[src/ifmt_pkg.sv]
`timescale 1ns / 1ps
// ----------------------------------------------------------------------------
// Integer field formatter package
// Transaction types, conversion codes, character constants and digit lookup.
// ----------------------------------------------------------------------------
package ifmt_pkg;

    // Default parameter values
    localparam int VALUE_BITS_DEF = 32;
    localparam int MAX_FIELD_DEF  = 64;

    // Field width counter size (counts up to 127 characters)
    localparam int WIDTH_W = 7;

    // Conversion kinds
    localparam logic [2:0] OP_SDEC  = 3'd0;
    localparam logic [2:0] OP_UDEC  = 3'd1;
    localparam logic [2:0] OP_OCT   = 3'd2;
    localparam logic [2:0] OP_HEXL  = 3'd3;
    localparam logic [2:0] OP_HEXU  = 3'd4;

    // Digit register load modes
    localparam logic [1:0] RADIX_DEC = 2'd0;
    localparam logic [1:0] RADIX_OCT = 2'd1;
    localparam logic [1:0] RADIX_HEX = 2'd2;

    // ASCII characters
    localparam logic [7:0] CH_SPACE = 8'h20;
    localparam logic [7:0] CH_MINUS = 8'h2d;
    localparam logic [7:0] CH_ZERO  = 8'h30;
    localparam logic [7:0] CH_X     = 8'h78;
    localparam logic [7:0] CH_UA    = 8'h41;
    localparam logic [7:0] CH_LA    = 8'h61;

    // Input transaction
    typedef struct packed {
        logic [2:0]         opcode;
        logic [31:0]        value;
        logic [WIDTH_W-1:0] field_width;
        logic               zero_pad;
        logic               left_justify;
        logic               alternate;
    } request_t;

    // Output transaction
    typedef struct packed {
        logic [7:0] character;
        logic       last;
    } result_t;

    // Commands from the sequencer to the digit register
    typedef struct packed {
        logic       load;
        logic       dabble;
        logic       shift;
        logic [1:0] radix;
    } dig_cmd_t;

    // Map a digit to its ASCII character
    function automatic logic [7:0] digit_char(input logic [3:0] d, input logic upper);
        logic [7:0] c;
        if (d < 4'd10)
            c = CH_ZERO + {4'd0, d};
        else if (upper)
            c = CH_UA + {4'd0, d} - 8'd10;
        else
            c = CH_LA + {4'd0, d} - 8'd10;
        return c;
    endfunction

endpackage

[src/ifmt_digits.sv]
`timescale 1ns / 1ps
// ----------------------------------------------------------------------------
// Integer field formatter digit register
// Shift register of 4-bit digits: loads octal or hex groups directly, builds
// decimal digits one input bit per cycle (shift and add three), and shifts
// digits out most significant first.
// ----------------------------------------------------------------------------
module ifmt_digits #(
    parameter int VALUE_BITS = ifmt_pkg::VALUE_BITS_DEF,
    parameter int NDIG       = 22
) (
    input  logic                  clk,
    input  ifmt_pkg::dig_cmd_t    ctl,
    input  logic [VALUE_BITS-1:0] mag,
    output logic [3:0]            top_digit
);

    localparam int DW = NDIG * 4;

    logic [NDIG-1:0][3:0]  dig_reg, dig_next;
    logic [NDIG-1:0][3:0]  corr;
    logic [VALUE_BITS-1:0] bin_reg, bin_next;
    logic [DW-1:0]         magx;

    // Add three to every digit of five or more ahead of the shift
    always_comb
    begin
        for (int i = 0; i < NDIG; i++)
        begin
            corr[i] = (dig_reg[i] >= 4'd5) ? dig_reg[i] + 4'd3 : dig_reg[i];
        end
    end

    assign magx = DW'(mag);

    // Select load, conversion step or digit shift
    always_comb
    begin
        dig_next = dig_reg;
        bin_next = bin_reg;
        if (ctl.load)
        begin
            bin_next = mag;
            for (int i = 0; i < NDIG; i++)
            begin
                case (ctl.radix)
                    ifmt_pkg::RADIX_OCT: dig_next[i] = {1'b0, magx[3*i +: 3]};
                    ifmt_pkg::RADIX_HEX: dig_next[i] = magx[4*i +: 4];
                    default:             dig_next[i] = 4'd0;
                endcase
            end
        end
        else if (ctl.dabble)
        begin
            dig_next = {corr[NDIG-1][2:0], corr[NDIG-2:0], bin_reg[VALUE_BITS-1]};
            bin_next = {bin_reg[VALUE_BITS-2:0], 1'b0};
        end
        else if (ctl.shift)
        begin
            dig_next = {dig_reg[NDIG-2:0], 4'd0};
        end
    end

    // Hold the digits; payload only, no reset
    always_ff @(posedge clk)
    begin
        dig_reg <= dig_next;
        bin_reg <= bin_next;
    end

    assign top_digit = dig_reg[NDIG-1];

endmodule

[src/integer_field_formatter_top.sv]
`timescale 1ns / 1ps
// ----------------------------------------------------------------------------
// Integer field formatter
// Formats one integer as a printf-style field and emits its characters.
// ----------------------------------------------------------------------------
// A transaction is taken when start is high and busy is low. The block then
// loads the value, builds the decimal digits one bit at a time (decimal
// kinds only), drops leading zero digits one at a time, sizes the field to
// the larger of the width and the digits with sign and prefix, and then
// emits it. Characters appear on result, one per cycle with strobe high,
// the last one marked; they must be taken as they come, since this block
// cannot be held off. busy falls in the cycle the last character is shown,
// so a new transaction may start then.
// Unknown conversion kinds are taken and give no characters.
// ----------------------------------------------------------------------------
module integer_field_formatter_top #(
    parameter int VALUE_BITS = ifmt_pkg::VALUE_BITS_DEF,
    parameter int MAX_FIELD  = ifmt_pkg::MAX_FIELD_DEF
) (
    input  logic               clk,
    input  logic               rst_n,
    input  logic               start,
    output logic               busy,
    input  ifmt_pkg::request_t request,
    output logic               strobe,
    output ifmt_pkg::result_t  result
);

    localparam int WW   = ifmt_pkg::WIDTH_W;
    localparam int NDEC = (VALUE_BITS * 30103 + 99999) / 100000;
    localparam int NOCT = (VALUE_BITS + 2) / 3;
    localparam int NHEX = (VALUE_BITS + 3) / 4;
    localparam int NMAX = (NDEC > NOCT) ? NDEC : NOCT;
    localparam int NDIG = (NMAX > NHEX) ? NMAX : NHEX;
    localparam int CW   = $clog2(NDIG + 1);
    localparam int BW   = $clog2(VALUE_BITS + 1);

    localparam logic [3:0] ST_IDLE   = 4'd0;
    localparam logic [3:0] ST_DABBLE = 4'd1;
    localparam logic [3:0] ST_NORM   = 4'd2;
    localparam logic [3:0] ST_LEAD   = 4'd3;
    localparam logic [3:0] ST_SIGN   = 4'd4;
    localparam logic [3:0] ST_PFX0   = 4'd5;
    localparam logic [3:0] ST_PFXX   = 4'd6;
    localparam logic [3:0] ST_DIG    = 4'd7;
    localparam logic [3:0] ST_TRAIL  = 4'd8;

    logic [3:0]      state_reg, state_next;
    logic [CW-1:0]   cnt_reg, cnt_next;
    logic [BW-1:0]   bits_reg, bits_next;
    logic [WW-1:0]   w_reg, w_next;
    logic [WW-1:0]   pad_reg, pad_next;
    logic [WW-1:0]   left_reg, left_next;
    logic [1:0]      plen_reg, plen_next;
    logic            neg_reg, neg_next;
    logic            upper_reg, upper_next;
    logic            zp_reg, zp_next;
    logic            lj_reg, lj_next;
    logic            strobe_reg, strobe_next;
    ifmt_pkg::result_t result_reg, result_next;

    logic [VALUE_BITS-1:0] vext, mag;
    logic                  neg_in;
    logic [WW-1:0]         w_sat, n_chars;
    logic [3:0]            head_state;
    logic [3:0]            top_digit;
    logic                  emit;
    logic [7:0]            ch;
    ifmt_pkg::dig_cmd_t    dcmd;

    // Take the magnitude of the incoming value and cap the field width at MAX_FIELD
    always_comb
    begin
        vext   = VALUE_BITS'(request.value);
        neg_in = (request.opcode == ifmt_pkg::OP_SDEC) && vext[VALUE_BITS-1];
        mag    = neg_in ? (~vext + 1'b1) : vext;
        w_sat  = (request.field_width > WW'(MAX_FIELD)) ? WW'(MAX_FIELD)
                                                         : request.field_width;
    end

    // Unpadded field length, and the first state after padding: sign, prefix or digits
    assign n_chars    = WW'(cnt_reg) + WW'(plen_reg) + WW'(neg_reg);
    assign head_state = neg_reg ? ST_SIGN : ((plen_reg != 2'd0) ? ST_PFX0 : ST_DIG);

    // Sequence conversion and emission
    always_comb
    begin
        state_next = state_reg;
        cnt_next   = cnt_reg;
        bits_next  = bits_reg;
        w_next     = w_reg;
        pad_next   = pad_reg;
        left_next  = left_reg;
        plen_next  = plen_reg;
        neg_next   = neg_reg;
        upper_next = upper_reg;
        zp_next    = zp_reg;
        lj_next    = lj_reg;
        dcmd       = '0;
        emit       = 1'b0;
        ch         = ifmt_pkg::CH_SPACE;
        case (state_reg)
            ST_IDLE:
            begin
                if (start && (request.opcode <= ifmt_pkg::OP_HEXU))
                begin
                    dcmd.load  = 1'b1;
                    cnt_next   = CW'(NDIG);
                    bits_next  = BW'(VALUE_BITS);
                    w_next     = w_sat;
                    neg_next   = neg_in;
                    zp_next    = request.zero_pad;
                    lj_next    = request.left_justify;
                    upper_next = (request.opcode == ifmt_pkg::OP_HEXU);
                    plen_next  = 2'd0;
                    case (request.opcode)
                        ifmt_pkg::OP_OCT:
                        begin
                            dcmd.radix = ifmt_pkg::RADIX_OCT;
                            plen_next  = request.alternate ? 2'd1 : 2'd0;
                            state_next = ST_NORM;
                        end
                        ifmt_pkg::OP_HEXL, ifmt_pkg::OP_HEXU:
                        begin
                            dcmd.radix = ifmt_pkg::RADIX_HEX;
                            plen_next  = request.alternate ? 2'd2 : 2'd0;
                            state_next = ST_NORM;
                        end
                        default:
                        begin
                            dcmd.radix = ifmt_pkg::RADIX_DEC;
                            state_next = ST_DABBLE;
                        end
                    endcase
                end
            end
            ST_DABBLE:
            begin
                dcmd.dabble = 1'b1;
                bits_next   = bits_reg - 1'b1;
                if (bits_reg == BW'(1))
                    state_next = ST_NORM;
            end
            ST_NORM:
            begin
                // Drop leading zero digits, keep at least one
                if ((cnt_reg > CW'(1)) && (top_digit == 4'd0))
                begin
                    dcmd.shift = 1'b1;
                    cnt_next   = cnt_reg - 1'b1;
                end
                else
                begin
                    pad_next  = (w_reg > n_chars) ? (w_reg - n_chars) : '0;
                    left_next = (w_reg > n_chars) ? w_reg : n_chars;
                    if (!lj_reg && (w_reg > n_chars))
                        state_next = ST_LEAD;
                    else
                        state_next = head_state;
                end
            end
            ST_LEAD:
            begin
                emit     = 1'b1;
                ch       = zp_reg ? ifmt_pkg::CH_ZERO : ifmt_pkg::CH_SPACE;
                pad_next = pad_reg - 1'b1;
                if (pad_reg == WW'(1))
                    state_next = head_state;
            end
            ST_SIGN:
            begin
                emit       = 1'b1;
                ch         = ifmt_pkg::CH_MINUS;
                state_next = ST_DIG;
            end
            ST_PFX0:
            begin
                emit       = 1'b1;
                ch         = ifmt_pkg::CH_ZERO;
                state_next = (plen_reg == 2'd2) ? ST_PFXX : ST_DIG;
            end
            ST_PFXX:
            begin
                emit       = 1'b1;
                ch         = ifmt_pkg::CH_X;
                state_next = ST_DIG;
            end
            ST_DIG:
            begin
                emit       = 1'b1;
                ch         = ifmt_pkg::digit_char(top_digit, upper_reg);
                dcmd.shift = 1'b1;
                cnt_next   = cnt_reg - 1'b1;
                if (cnt_reg == CW'(1))
                    state_next = (lj_reg && (pad_reg != '0)) ? ST_TRAIL : ST_IDLE;
            end
            ST_TRAIL:
            begin
                emit     = 1'b1;
                ch       = ifmt_pkg::CH_SPACE;
                pad_next = pad_reg - 1'b1;
                if (pad_reg == WW'(1))
                    state_next = ST_IDLE;
            end
            default:
            begin
                state_next = ST_IDLE;
            end
        endcase

        // Count characters down to mark the last one
        if (emit)
            left_next = left_reg - 1'b1;
        strobe_next           = emit;
        result_next.character = ch;
        result_next.last      = (left_reg == WW'(1));
    end

    // Advance control state
    always_ff @(posedge clk or negedge rst_n)
    begin
        if (!rst_n)
        begin
            state_reg  <= ST_IDLE;
            strobe_reg <= 1'b0;
        end
        else
        begin
            state_reg  <= state_next;
            strobe_reg <= strobe_next;
        end
    end

    // Hold working values and the output transaction
    always_ff @(posedge clk)
    begin
        cnt_reg    <= cnt_next;
        bits_reg   <= bits_next;
        w_reg      <= w_next;
        pad_reg    <= pad_next;
        left_reg   <= left_next;
        plen_reg   <= plen_next;
        neg_reg    <= neg_next;
        upper_reg  <= upper_next;
        zp_reg     <= zp_next;
        lj_reg     <= lj_next;
        result_reg <= result_next;
    end

    ifmt_digits #(
        .VALUE_BITS (VALUE_BITS),
        .NDIG       (NDIG)
    ) u_digits (
        .clk       (clk),
        .ctl       (dcmd),
        .mag       (mag),
        .top_digit (top_digit)
    );

    assign busy   = (state_reg != ST_IDLE);
    assign strobe = strobe_reg;
    assign result = result_reg;

endmodule

[config.mk]
export PLATFORM = sky130hd
export DESIGN_NAME = integer_field_formatter_top
export DESIGN_NICKNAME = d
export VERILOG_FILES = /design/src/ifmt_pkg.sv /design/src/ifmt_digits.sv /design/src/integer_field_formatter_top.sv
export SDC_FILE = /design/constraint.sdc
export NUM_CORES = 1
export LEC_CHECK = 0
export ABC_CLOCK_PERIOD_IN_PS = 3100
export BUFFER_PORTS_ARGS = -buffer_cell sky130_fd_sc_hd__buf_2
export CAP_MARGIN = 30
export CORE_AREA = 2 2 125 127
export CTS_BUF_LIST = sky130_fd_sc_hd__clkbuf_16
export DETAILED_ROUTE_END_ITERATION = 16
export DIE_AREA = 0 0 127 129
export PLACE_DENSITY = 0.77
export SLEW_MARGIN = 20
export SYNTH_ARGS = -nofsm -noshare
export SYNTH_HDL_FRONTEND = slang
export SYNTH_SLANG_ARGS = --single-unit
[constraint.sdc]
create_clock -name clk -period 3.1 [get_ports clk]
set_input_delay 0.31 -clock clk [delete_from_list [all_inputs] [get_ports clk]]
set_output_delay 0.31 -clock clk [all_outputs]
set_load 0.02 [all_outputs]
==> implementation parameters, run 1 <==
Parameter                              Value

Logic synthesis
  Average size of a mapped cell ... 9.51 um2
  Part of the Yosys area used for sequential elements ... 0.444
  Flip-flop cell with the highest count after synthesis ... sky130_fd_sc_hd__edfxtp_1
  Netlist area before placement ... 8280 um2
  Number of enable flip-flop cells after synthesis ... 113
  Most repeated cell in the gate-level netlist after synthesis ... sky130_fd_sc_hd__edfxtp_1
  Post-synth top cells ... sky130_fd_sc_hd__edfxtp_1, sky130_fd_sc_hd__nand2_1, sky130_fd_sc_hd__o21ai_0
  Cell types with the largest area share after synthesis ... sky130_fd_sc_hd__edfxtp_1, sky130_fd_sc_hd__ha_1, sky130_fd_sc_hd__o21ai_0
  Async set-or-reset flop fraction in the synthesized netlist ... 0.0397
  Flops & latches, synth ... 126
  Warnings from Yosys ... 0
  Yosys top cell area share ... 0.410
  Post-Syn Nets ... 962
  Count of distinct cell types in the synthesized netlist ... 70
  Synthesized netlist cell count ... 870
  Cell taking the most area after synthesis ... sky130_fd_sc_hd__edfxtp_1

Pwr
  Worst-case vdd ir drop ... 0.532 mV
  Internal ... 0.00600 W
  Part of the total power dissipated in combinational logic ... 0.452
  Net load switching power ... 0.00397 W
  Portion of total power attributed to the clock network ... 0.190
  Static leakage ... 3.80 nW
  Switching fraction of total power ... 0.398
  Sequential cell fraction of total power ... 0.358
  Pwr Density ... 1020 nW/um2

Layout
  Multi-input combinational cell area ... 4360 um2
  Ratio of cells with drive above 1 in the final layout ... 0.181
  Area used by sequential logic in the layout ... 3680 um2
  Flip-flop count of the largest register after layout ... 40
  Final design utilization ... 0.652
  Number of nets in the layout ... 1051
  Number of antenna repair diodes ... 0
  Count of fill cells added during filler insertion ... 1177
  Post-synthesis to final-layout area growth ... 17.9%

Global routing
  Pin count of the biggest net entering global routing ... 66
  Global Route met3 Usage ... 0.0511
  Layer carrying the most global-route usage ... met2
  Number of antenna violations at the first check in global routing ... 0
  Met1 demand-to-capacity share in global routing ... 0.363
  Global routing usage summed across all routing layers ... 0.260
  Congestion Overflow GR ... 0
  Routing usage on met2 ... 0.407
  Global-route wire length before repair ... 33.3 mm
  Number of global-route vias before repair ... 6569

Clock network
  Maximum buffer depth of the clock tree ... 2
  Clock root buffer ... sky130_fd_sc_hd__clkbuf_16
  TritonCTS Buffers ... 17
  TritonCTS clock tree ... built
  H-Tree Level Count ... 4
  Clock input transition at the sequential cells of the worst setup and hold paths ... 60 ps
  Total number of clock tree sinks ... 126
  Worst-Skew Late Latency ... 430 ps

Timing
  Final Skew ... 7.55 ps
  Worst-case headroom to the max-slew limit ... 0.564
  Unrepaired setup endpoints after global routing ... yes
  Final number of setup-violating endpoints ... 14
  Worst-margin pin slew ... 646 ps
  Post-route worst setup slack ... -182 ps
  Final hold slack ... 67.6 ps
  Top achievable clock speed ... 305 MHz
  Final Max Slew Viols ... 0
  Min cycle time layout ... 3280 ps
  Hold violation count in the final report ... 0
  Final period utilization ... 1.06

Route
  Detailed Route Iter0 Violations ... 774
  Total vias in the final route ... 6965
  Final routed DRC violation total ... 0
  Detailed-routing iteration count for the pre-antenna-repair pass ... 6
  Wire length reported by the detailed router ... 20.7 mm
  Antenna Nets Post-Route ... 0
  Average detailed-routed wire length per instance ... 17.9 um
  Via density per instance ... 6.00

Setup path
  Worst endpoint required time ... 3270 ps
  Kind of critical path ... reg -> reg
  Startpoint type of the worst setup path ... flop
  Setup crit end kind ... flop
  Peak fanout along the critical path ... 4
  Arrival time of data at the critical path endpoint ... 3450 ps
  CP most frequent cell ... sky130_fd_sc_hd__fa_2
  Worst path cell trace ... fa_2 > inv_2 > fa_2 > nand3b_1 > ha_4 > a21o_1 > o41ai_2 > a21oi_2 > a211o_4 > buf_6 > o311a_1
  Max stage delay cell, worst path ... sky130_fd_sc_hd__edfxtp_1
  CP peak stage delay ... 420 ps

Place
  Hpwl dp ... 13.9 mm
  Final weighted congestion in routability-driven placement ... 0.860
  Count of buffers inserted at the top-level ports ... 57

Outcome
  Violated checks ... negative setup slack
  Result of the run ... complete, but fails checks

Hold path
  Worst Hold Class ... in -> reg

Run
  Max cap viols ... 0

Floorplanning
  Horizontal extent of the die ... 127 um
  Height of the die ... 129 um
  Die Footprint ... 16400 um2
  Ports placed on the boundary ... 59
  Row Count ... 45
  Effective utilization at floorplan ... 0.553
  Area inside the core boundary ... 15000 um2
==> layout by cell type, fill, tap and decap left out, types with 6 or more instances in the layout <==
cell	Yosys	final
sky130_fd_sc_hd__or2_2	6	6
sky130_fd_sc_hd__inv_1	52	54
sky130_fd_sc_hd__buf_4	1	39
sky130_fd_sc_hd__a22o_1	10	10
sky130_fd_sc_hd__o21ai_0	90	83
sky130_fd_sc_hd__o221ai_1	13	13
sky130_fd_sc_hd__nand3b_1	7	7
sky130_fd_sc_hd__a21oi_1	55	52
sky130_fd_sc_hd__clkbuf_16	0	20
sky130_fd_sc_hd__edfxtp_1	113	113
sky130_fd_sc_hd__o21ai_1	0	6
sky130_fd_sc_hd__nor3b_1	11	11
sky130_fd_sc_hd__dfxtp_1	8	8
sky130_fd_sc_hd__xnor2_1	40	40
sky130_fd_sc_hd__nor2b_1	16	15
sky130_fd_sc_hd__nand3_1	16	11
sky130_fd_sc_hd__o22ai_1	8	8
sky130_fd_sc_hd__o31ai_1	8	8
sky130_fd_sc_hd__nand2b_1	16	16
sky130_fd_sc_hd__nor3_1	14	14
sky130_fd_sc_hd__a31oi_1	6	6
sky130_fd_sc_hd__nor2_1	56	53
sky130_fd_sc_hd__ha_1	41	38
sky130_fd_sc_hd__nand2_1	112	112
sky130_fd_sc_hd__a22oi_1	19	19
sky130_fd_sc_hd__buf_2	2	57
sky130_fd_sc_hd__buf_6	1	8
sky130_fd_sc_hd__xor2_1	25	25
==> worst paths after layout <==
kind | startpoint | end | slack (ps) | cells after the start
setup reg to reg | neg_reg | left_reg[1] | -180 | 11
max in group asynchronous | rst_n | strobe | 2740 | 2
hold reg to reg | upper_reg | result[6] | 430 | 1
setup / recovery | neg_reg | left_reg[1] | -180 | 11
min in group asynchronous | rst_n | state_reg[3] | 230 | 2
hold / removal | request[1] | lj_reg | 70 | 1
==> cells by family after synthesis <==
kind of cell / synth area share
simple gates: 0.169
compound gates: 0.195
flops: 0.444
buf+inv: 0.0453
xor+xnor: 0.0707
fa+ha+maj: 0.0704
mux: 0.00529
other cells: 0.000453
==> worst max-delay path, delay by kind of cell, from the launching register on <==
kind	cells	cell delay, ps
AOI/OAI and AO/OA	5	1360
adders and majority gates	3	840
DFF	1	420
buffers and inverters	2	200
and+or+nand+nor	1	200
==> metrics by stage <==
stage / cell area, um2 / setup WS [ps] / cells / setup TNS, ps / power, W
5_1_grt: 9760 / -284 / 1160 / -3300 / 0.0106
4_1_cts: 9720 / -102 / 1157 / -547 / 0.00985
2_1_floorplan: 8300 / 4.43 / 870 / 0 / 0.00650
3_5_place_dp: 8980 / -134 / 1119 / -1100 / 0.00776
6_report: 9760 / -182 / 1160 / -1710 / 0.00998
3_3_place_gp: 8980 / -70.0 / 1119 / -367 / 0.00762
==> power groups by stage <==
stage          clock network [W]  registers [W]  logic (W)
6_report                 0.00189        0.00358    0.00451
5_1_grt                  0.00198        0.00366    0.00498
4_1_cts                  0.00190        0.00355    0.00439
3_5_place_dp                   0        0.00358    0.00418
3_3_place_gp                   0        0.00355    0.00407
2_1_floorplan                  0        0.00344    0.00306
==> timing repair <==
action / in CTS / in global routing
resized for setup: 35 / 6
hold buffers: 1 / 0
buffers inserted: 5 / 3
hold endpoints to repair: 5 / 0
pin swaps: 12 / 10
endpoints found under the setup margin: 14 / 15
==> final cells by class <==
class / instances / share of cell area
clock buffers: 20 / 0.0513
clock inverters: 12 / 0.00667
inverters: 54 / 0.0208
multi-input cells: 653 / 0.447
flip-flops and latches: 126 / 0.377
well taps: 188 / 0.0241
repair buffers: 107 / 0.0736
==> per-layer routing <==
| metal | wire, um | up-vias |
|---|---|---|
| met5 | 0 | - |
| met4 | 405 | 0 |
| met3 | 1500 | 35 |
| met2 | 9480 | 300 |
| met1 | 9350 | 3281 |
| li1 | - | 3349 |
No activity file was read; power rests on OpenSTA's default activity.
==> inputs of run 2 (changes only) <==
--- a/config.mk
+++ b/config.mk
@@ -12,7 +12,7 @@
 export CTS_BUF_LIST = sky130_fd_sc_hd__clkbuf_16
 export DETAILED_ROUTE_END_ITERATION = 16
 export DIE_AREA = 0 0 127 129
-export PLACE_DENSITY = 0.77
+export PLACE_DENSITY = 0.84
 export SLEW_MARGIN = 20
 export SYNTH_ARGS = -nofsm -noshare
 export SYNTH_HDL_FRONTEND = slang
==> run 2 against run 1 <==
Compared with the run above: final cell count down 0.34%; sequential cell count unchanged; largest power group unchanged; utilization down 0.31 points; die area unchanged; clock skew up 0.79 ps; final area down 0.47%; the flow still finishes with violations (negative setup slack); first-iteration DRC count up 20%; largest cell class unchanged; worst hold slack better by 3.3 ps.
==> implementation parameters, run 2 (same netlist as run 1, synthesis figures left out) <==
Parameter                              Value

Global routing
  Congestion Overflow GR ... 0 (unchanged)
  Number of antenna violations at the first check in global routing ... 1 (+1)
  Pin count of the biggest net entering global routing ... 66 (unchanged)
  Global routing usage summed across all routing layers ... 0.256 (-0.00363)
  Number of global-route vias before repair ... 6757 (+2.9%)
  Met1 demand-to-capacity share in global routing ... 0.322 (-0.0410)
  Global-route wire length before repair ... 33.1 mm (-0.81%)
  Layer carrying the most global-route usage ... met2
  Routing usage on met2 ... 0.429 (+0.0221)
  Global Route met3 Usage ... 0.0595 (+0.00832)

Setup path
  CP most frequent cell ... sky130_fd_sc_hd__fa_2
  Setup crit end kind ... flop
  Arrival time of data at the critical path endpoint ... 3360 ps (-90 ps)
  Setup slack of the worst register-to-register path ... -90 ps (+90 ps)
  Kind of critical path ... reg -> reg
  CP Buf/Inv Count ... 2 (unchanged)
  Worst endpoint required time ... 3270 ps (about the same)
  Top cell family by delay on the critical path ... compound AO/OA/AOI/OAI gates
  Max stage delay cell, worst path ... sky130_fd_sc_hd__edfxtp_1
  Reg-to-reg endpoint ... left_reg[1]
  Reg2reg start ... cnt_reg[0]
  Startpoint type of the worst setup path ... flop
  Worst Reg2Reg Path Length in Cells ... 11 (unchanged)
  Peak fanout along the critical path ... 7 (+3)
  CP peak stage delay ... 390 ps (-30 ps)
  Worst path cell trace ... fa_2 > inv_2 > fa_2 > nand3b_1 > buf_6 > ha_4 > a221o_1 > o41ai_4 > a21oi_2 > a211o_4 > o311a_1
  Number of stages on the worst setup path ... 11 (unchanged)

Layout
  Finished Layout Cells ... 1156 (-0.34%)
  Area used by sequential logic in the layout ... 3680 um2 (unchanged)
  Most frequent standard cell in the layout excluding fill and tap cells ... sky130_fd_sc_hd__edfxtp_1
  Number of nets in the layout ... 1046 (-0.48%)
  Ratio of cells with drive above 1 in the final layout ... 0.165 (-0.0156)
  Post-synthesis to final-layout area growth ... 17.3%
  Flip-flop count of the largest register after layout ... 40 (unchanged)
  Count of fill cells added during filler insertion ... 1165 (-1.0%)
  Multi-input combinational cell area ... 4340 um2 (-0.34%)
  Top library cells by usage in the layout, fill and taps aside ... sky130_fd_sc_hd__edfxtp_1, sky130_fd_sc_hd__nand2_1, sky130_fd_sc_hd__o21ai_0

Route
  Average detailed-routed wire length per instance ... 17.7 um (-0.90%)
  Antenna Nets Post-Route ... 0 (unchanged)
  Wire length reported by the detailed router ... 20.5 mm (-1.2%)
  Detailed-routing iteration count for the pre-antenna-repair pass ... 5 (-1)
  Via density per instance ... 6.13 (+2.0%)
  Detailed Route Iter0 Violations ... 932 (+20%)
  Total vias in the final route ... 7082 (+1.7%)
  Final routed DRC violation total ... 0 (unchanged)

Timing
  Top achievable clock speed ... 313 MHz (+2.7%)
  Final period utilization ... 1.03 (-0.0282)
  Final hold slack ... 70.9 ps (+3.32 ps)
  Post-route worst setup slack ... -94.4 ps (+87.6 ps)
  Final number of setup-violating endpoints ... 8 (-6)
  Hold violation count in the final report ... 0 (unchanged)
  Final Max Slew Viols ... 0 (unchanged)
  Final Skew ... 8.34 ps (+0.788 ps)
  Worst-margin pin slew ... 887 ps (+241 ps)
  Unrepaired setup endpoints after global routing ... yes
  Min cycle time layout ... 3190 ps (-87.6 ps)
  Worst-case headroom to the max-slew limit ... 0.408 (-0.156)

Clock network
  Maximum buffer depth of the clock tree ... 2 (unchanged)
  Clock input transition at the sequential cells of the worst setup and hold paths ... 60 ps (about the same)
  Clock root buffer ... sky130_fd_sc_hd__clkbuf_16
  Total number of clock tree sinks ... 126 (unchanged)
  TritonCTS Buffers ... 17 (unchanged)
  H-Tree Level Count ... 4 (unchanged)
  Worst-Skew Late Latency ... 420 ps (about the same)
  TritonCTS clock tree ... built

Floorplanning
  Horizontal extent of the die ... 127 um (unchanged)
  Effective utilization at floorplan ... 0.553 (unchanged)
  Height of the die ... 129 um (unchanged)
  Row Count ... 45 (unchanged)
  Die Footprint ... 16400 um2 (unchanged)
  Area inside the core boundary ... 15000 um2 (unchanged)
  Ports placed on the boundary ... 59 (unchanged)

Pwr
  Static leakage ... 3.76 nW (-0.89%)
  Pwr Density ... 1030 nW/um2 (+1.1%)
  Worst-case vdd ir drop ... 0.528 mV (-0.64%)

Place
  Count of buffers inserted at the top-level ports ... 57 (unchanged)
  Hpwl dp ... 14.0 mm (+0.50%)
  Final weighted congestion in routability-driven placement ... 0.957 (+11%)
  DP Cell Count ... 1116 (-0.27%)

Hold path
  Worst Hold Class ... in -> reg
  Hold path depth ... 1 (unchanged)
  Hold worst-path end ... zp_reg
  Startpoint of the tightest hold check path ... request[2]

Run
  Max cap viols ... 0 (unchanged)

Outcome
  Result of the run ... complete, but fails checks
  Violated checks ... negative setup slack
-- run 2: worst max-delay path by stage --
stage                           from           to  slack, ps
after floorplan           cnt_reg[0]  left_reg[3]          4
after global placement    cnt_reg[0]  left_reg[1]        -90
after detailed placement  cnt_reg[0]  left_reg[2]       -160
after CTS                    neg_reg  left_reg[1]        -40
after global routing      cnt_reg[0]  left_reg[1]       -170
final                     cnt_reg[0]  left_reg[1]        -90
-- run 2: stage by stage --
stage          total power (W)  utilization  setup slack (ps)  cell area, um2  setup TNS [ps]
5_1_grt                 0.0107        0.649              -165            9710           -1340
6_report                0.0100        0.649             -94.4            9710            -331
2_1_floorplan          0.00650            -              4.43            8300               0
3_3_place_gp           0.00754        0.599             -93.8            8970            -519
3_5_place_dp           0.00772        0.599              -162            8970           -1500
4_1_cts                0.00989        0.645             -44.9            9670            -214
-- run 2: per-layer routing --
| layer | part of all wire | wire (um) |
|---|---|---|
| met5 | 0 | 0 |
| met4 | 0.027 | 563 |
| met3 | 0.076 | 1570 |
| met2 | 0.48 | 9880 |
| met1 | 0.41 | 8460 |
-- run 2: where the power goes --
group	internal, W	total, W	switching [W]
sequential	0.00294	0.00357	0.000630
clock	0.00131	0.00203	0.000712
combinational	0.00187	0.00444	0.00257
total	0.00612	0.0100	0.00391
-- run 2: layout make-up --
cell class / count / share of cell area
sequential: 126 / 0.379
clock buffer: 17 / 0.0438
multi-input combinational: 654 / 0.447
clock inverter: 15 / 0.0170
antenna: 1 / 0.000258
inverter: 54 / 0.0209
timing repair buffer: 101 / 0.0679
tap: 188 / 0.0242
-- run 2: what timing repair did --
action,in CTS,in global routing
hold endpoints to repair,5,0
resized for setup,13,7
hold buffers,1,0
cloned,1,0
pin swaps,7,9
endpoints found under the setup margin,14,15
buffers inserted,2,3
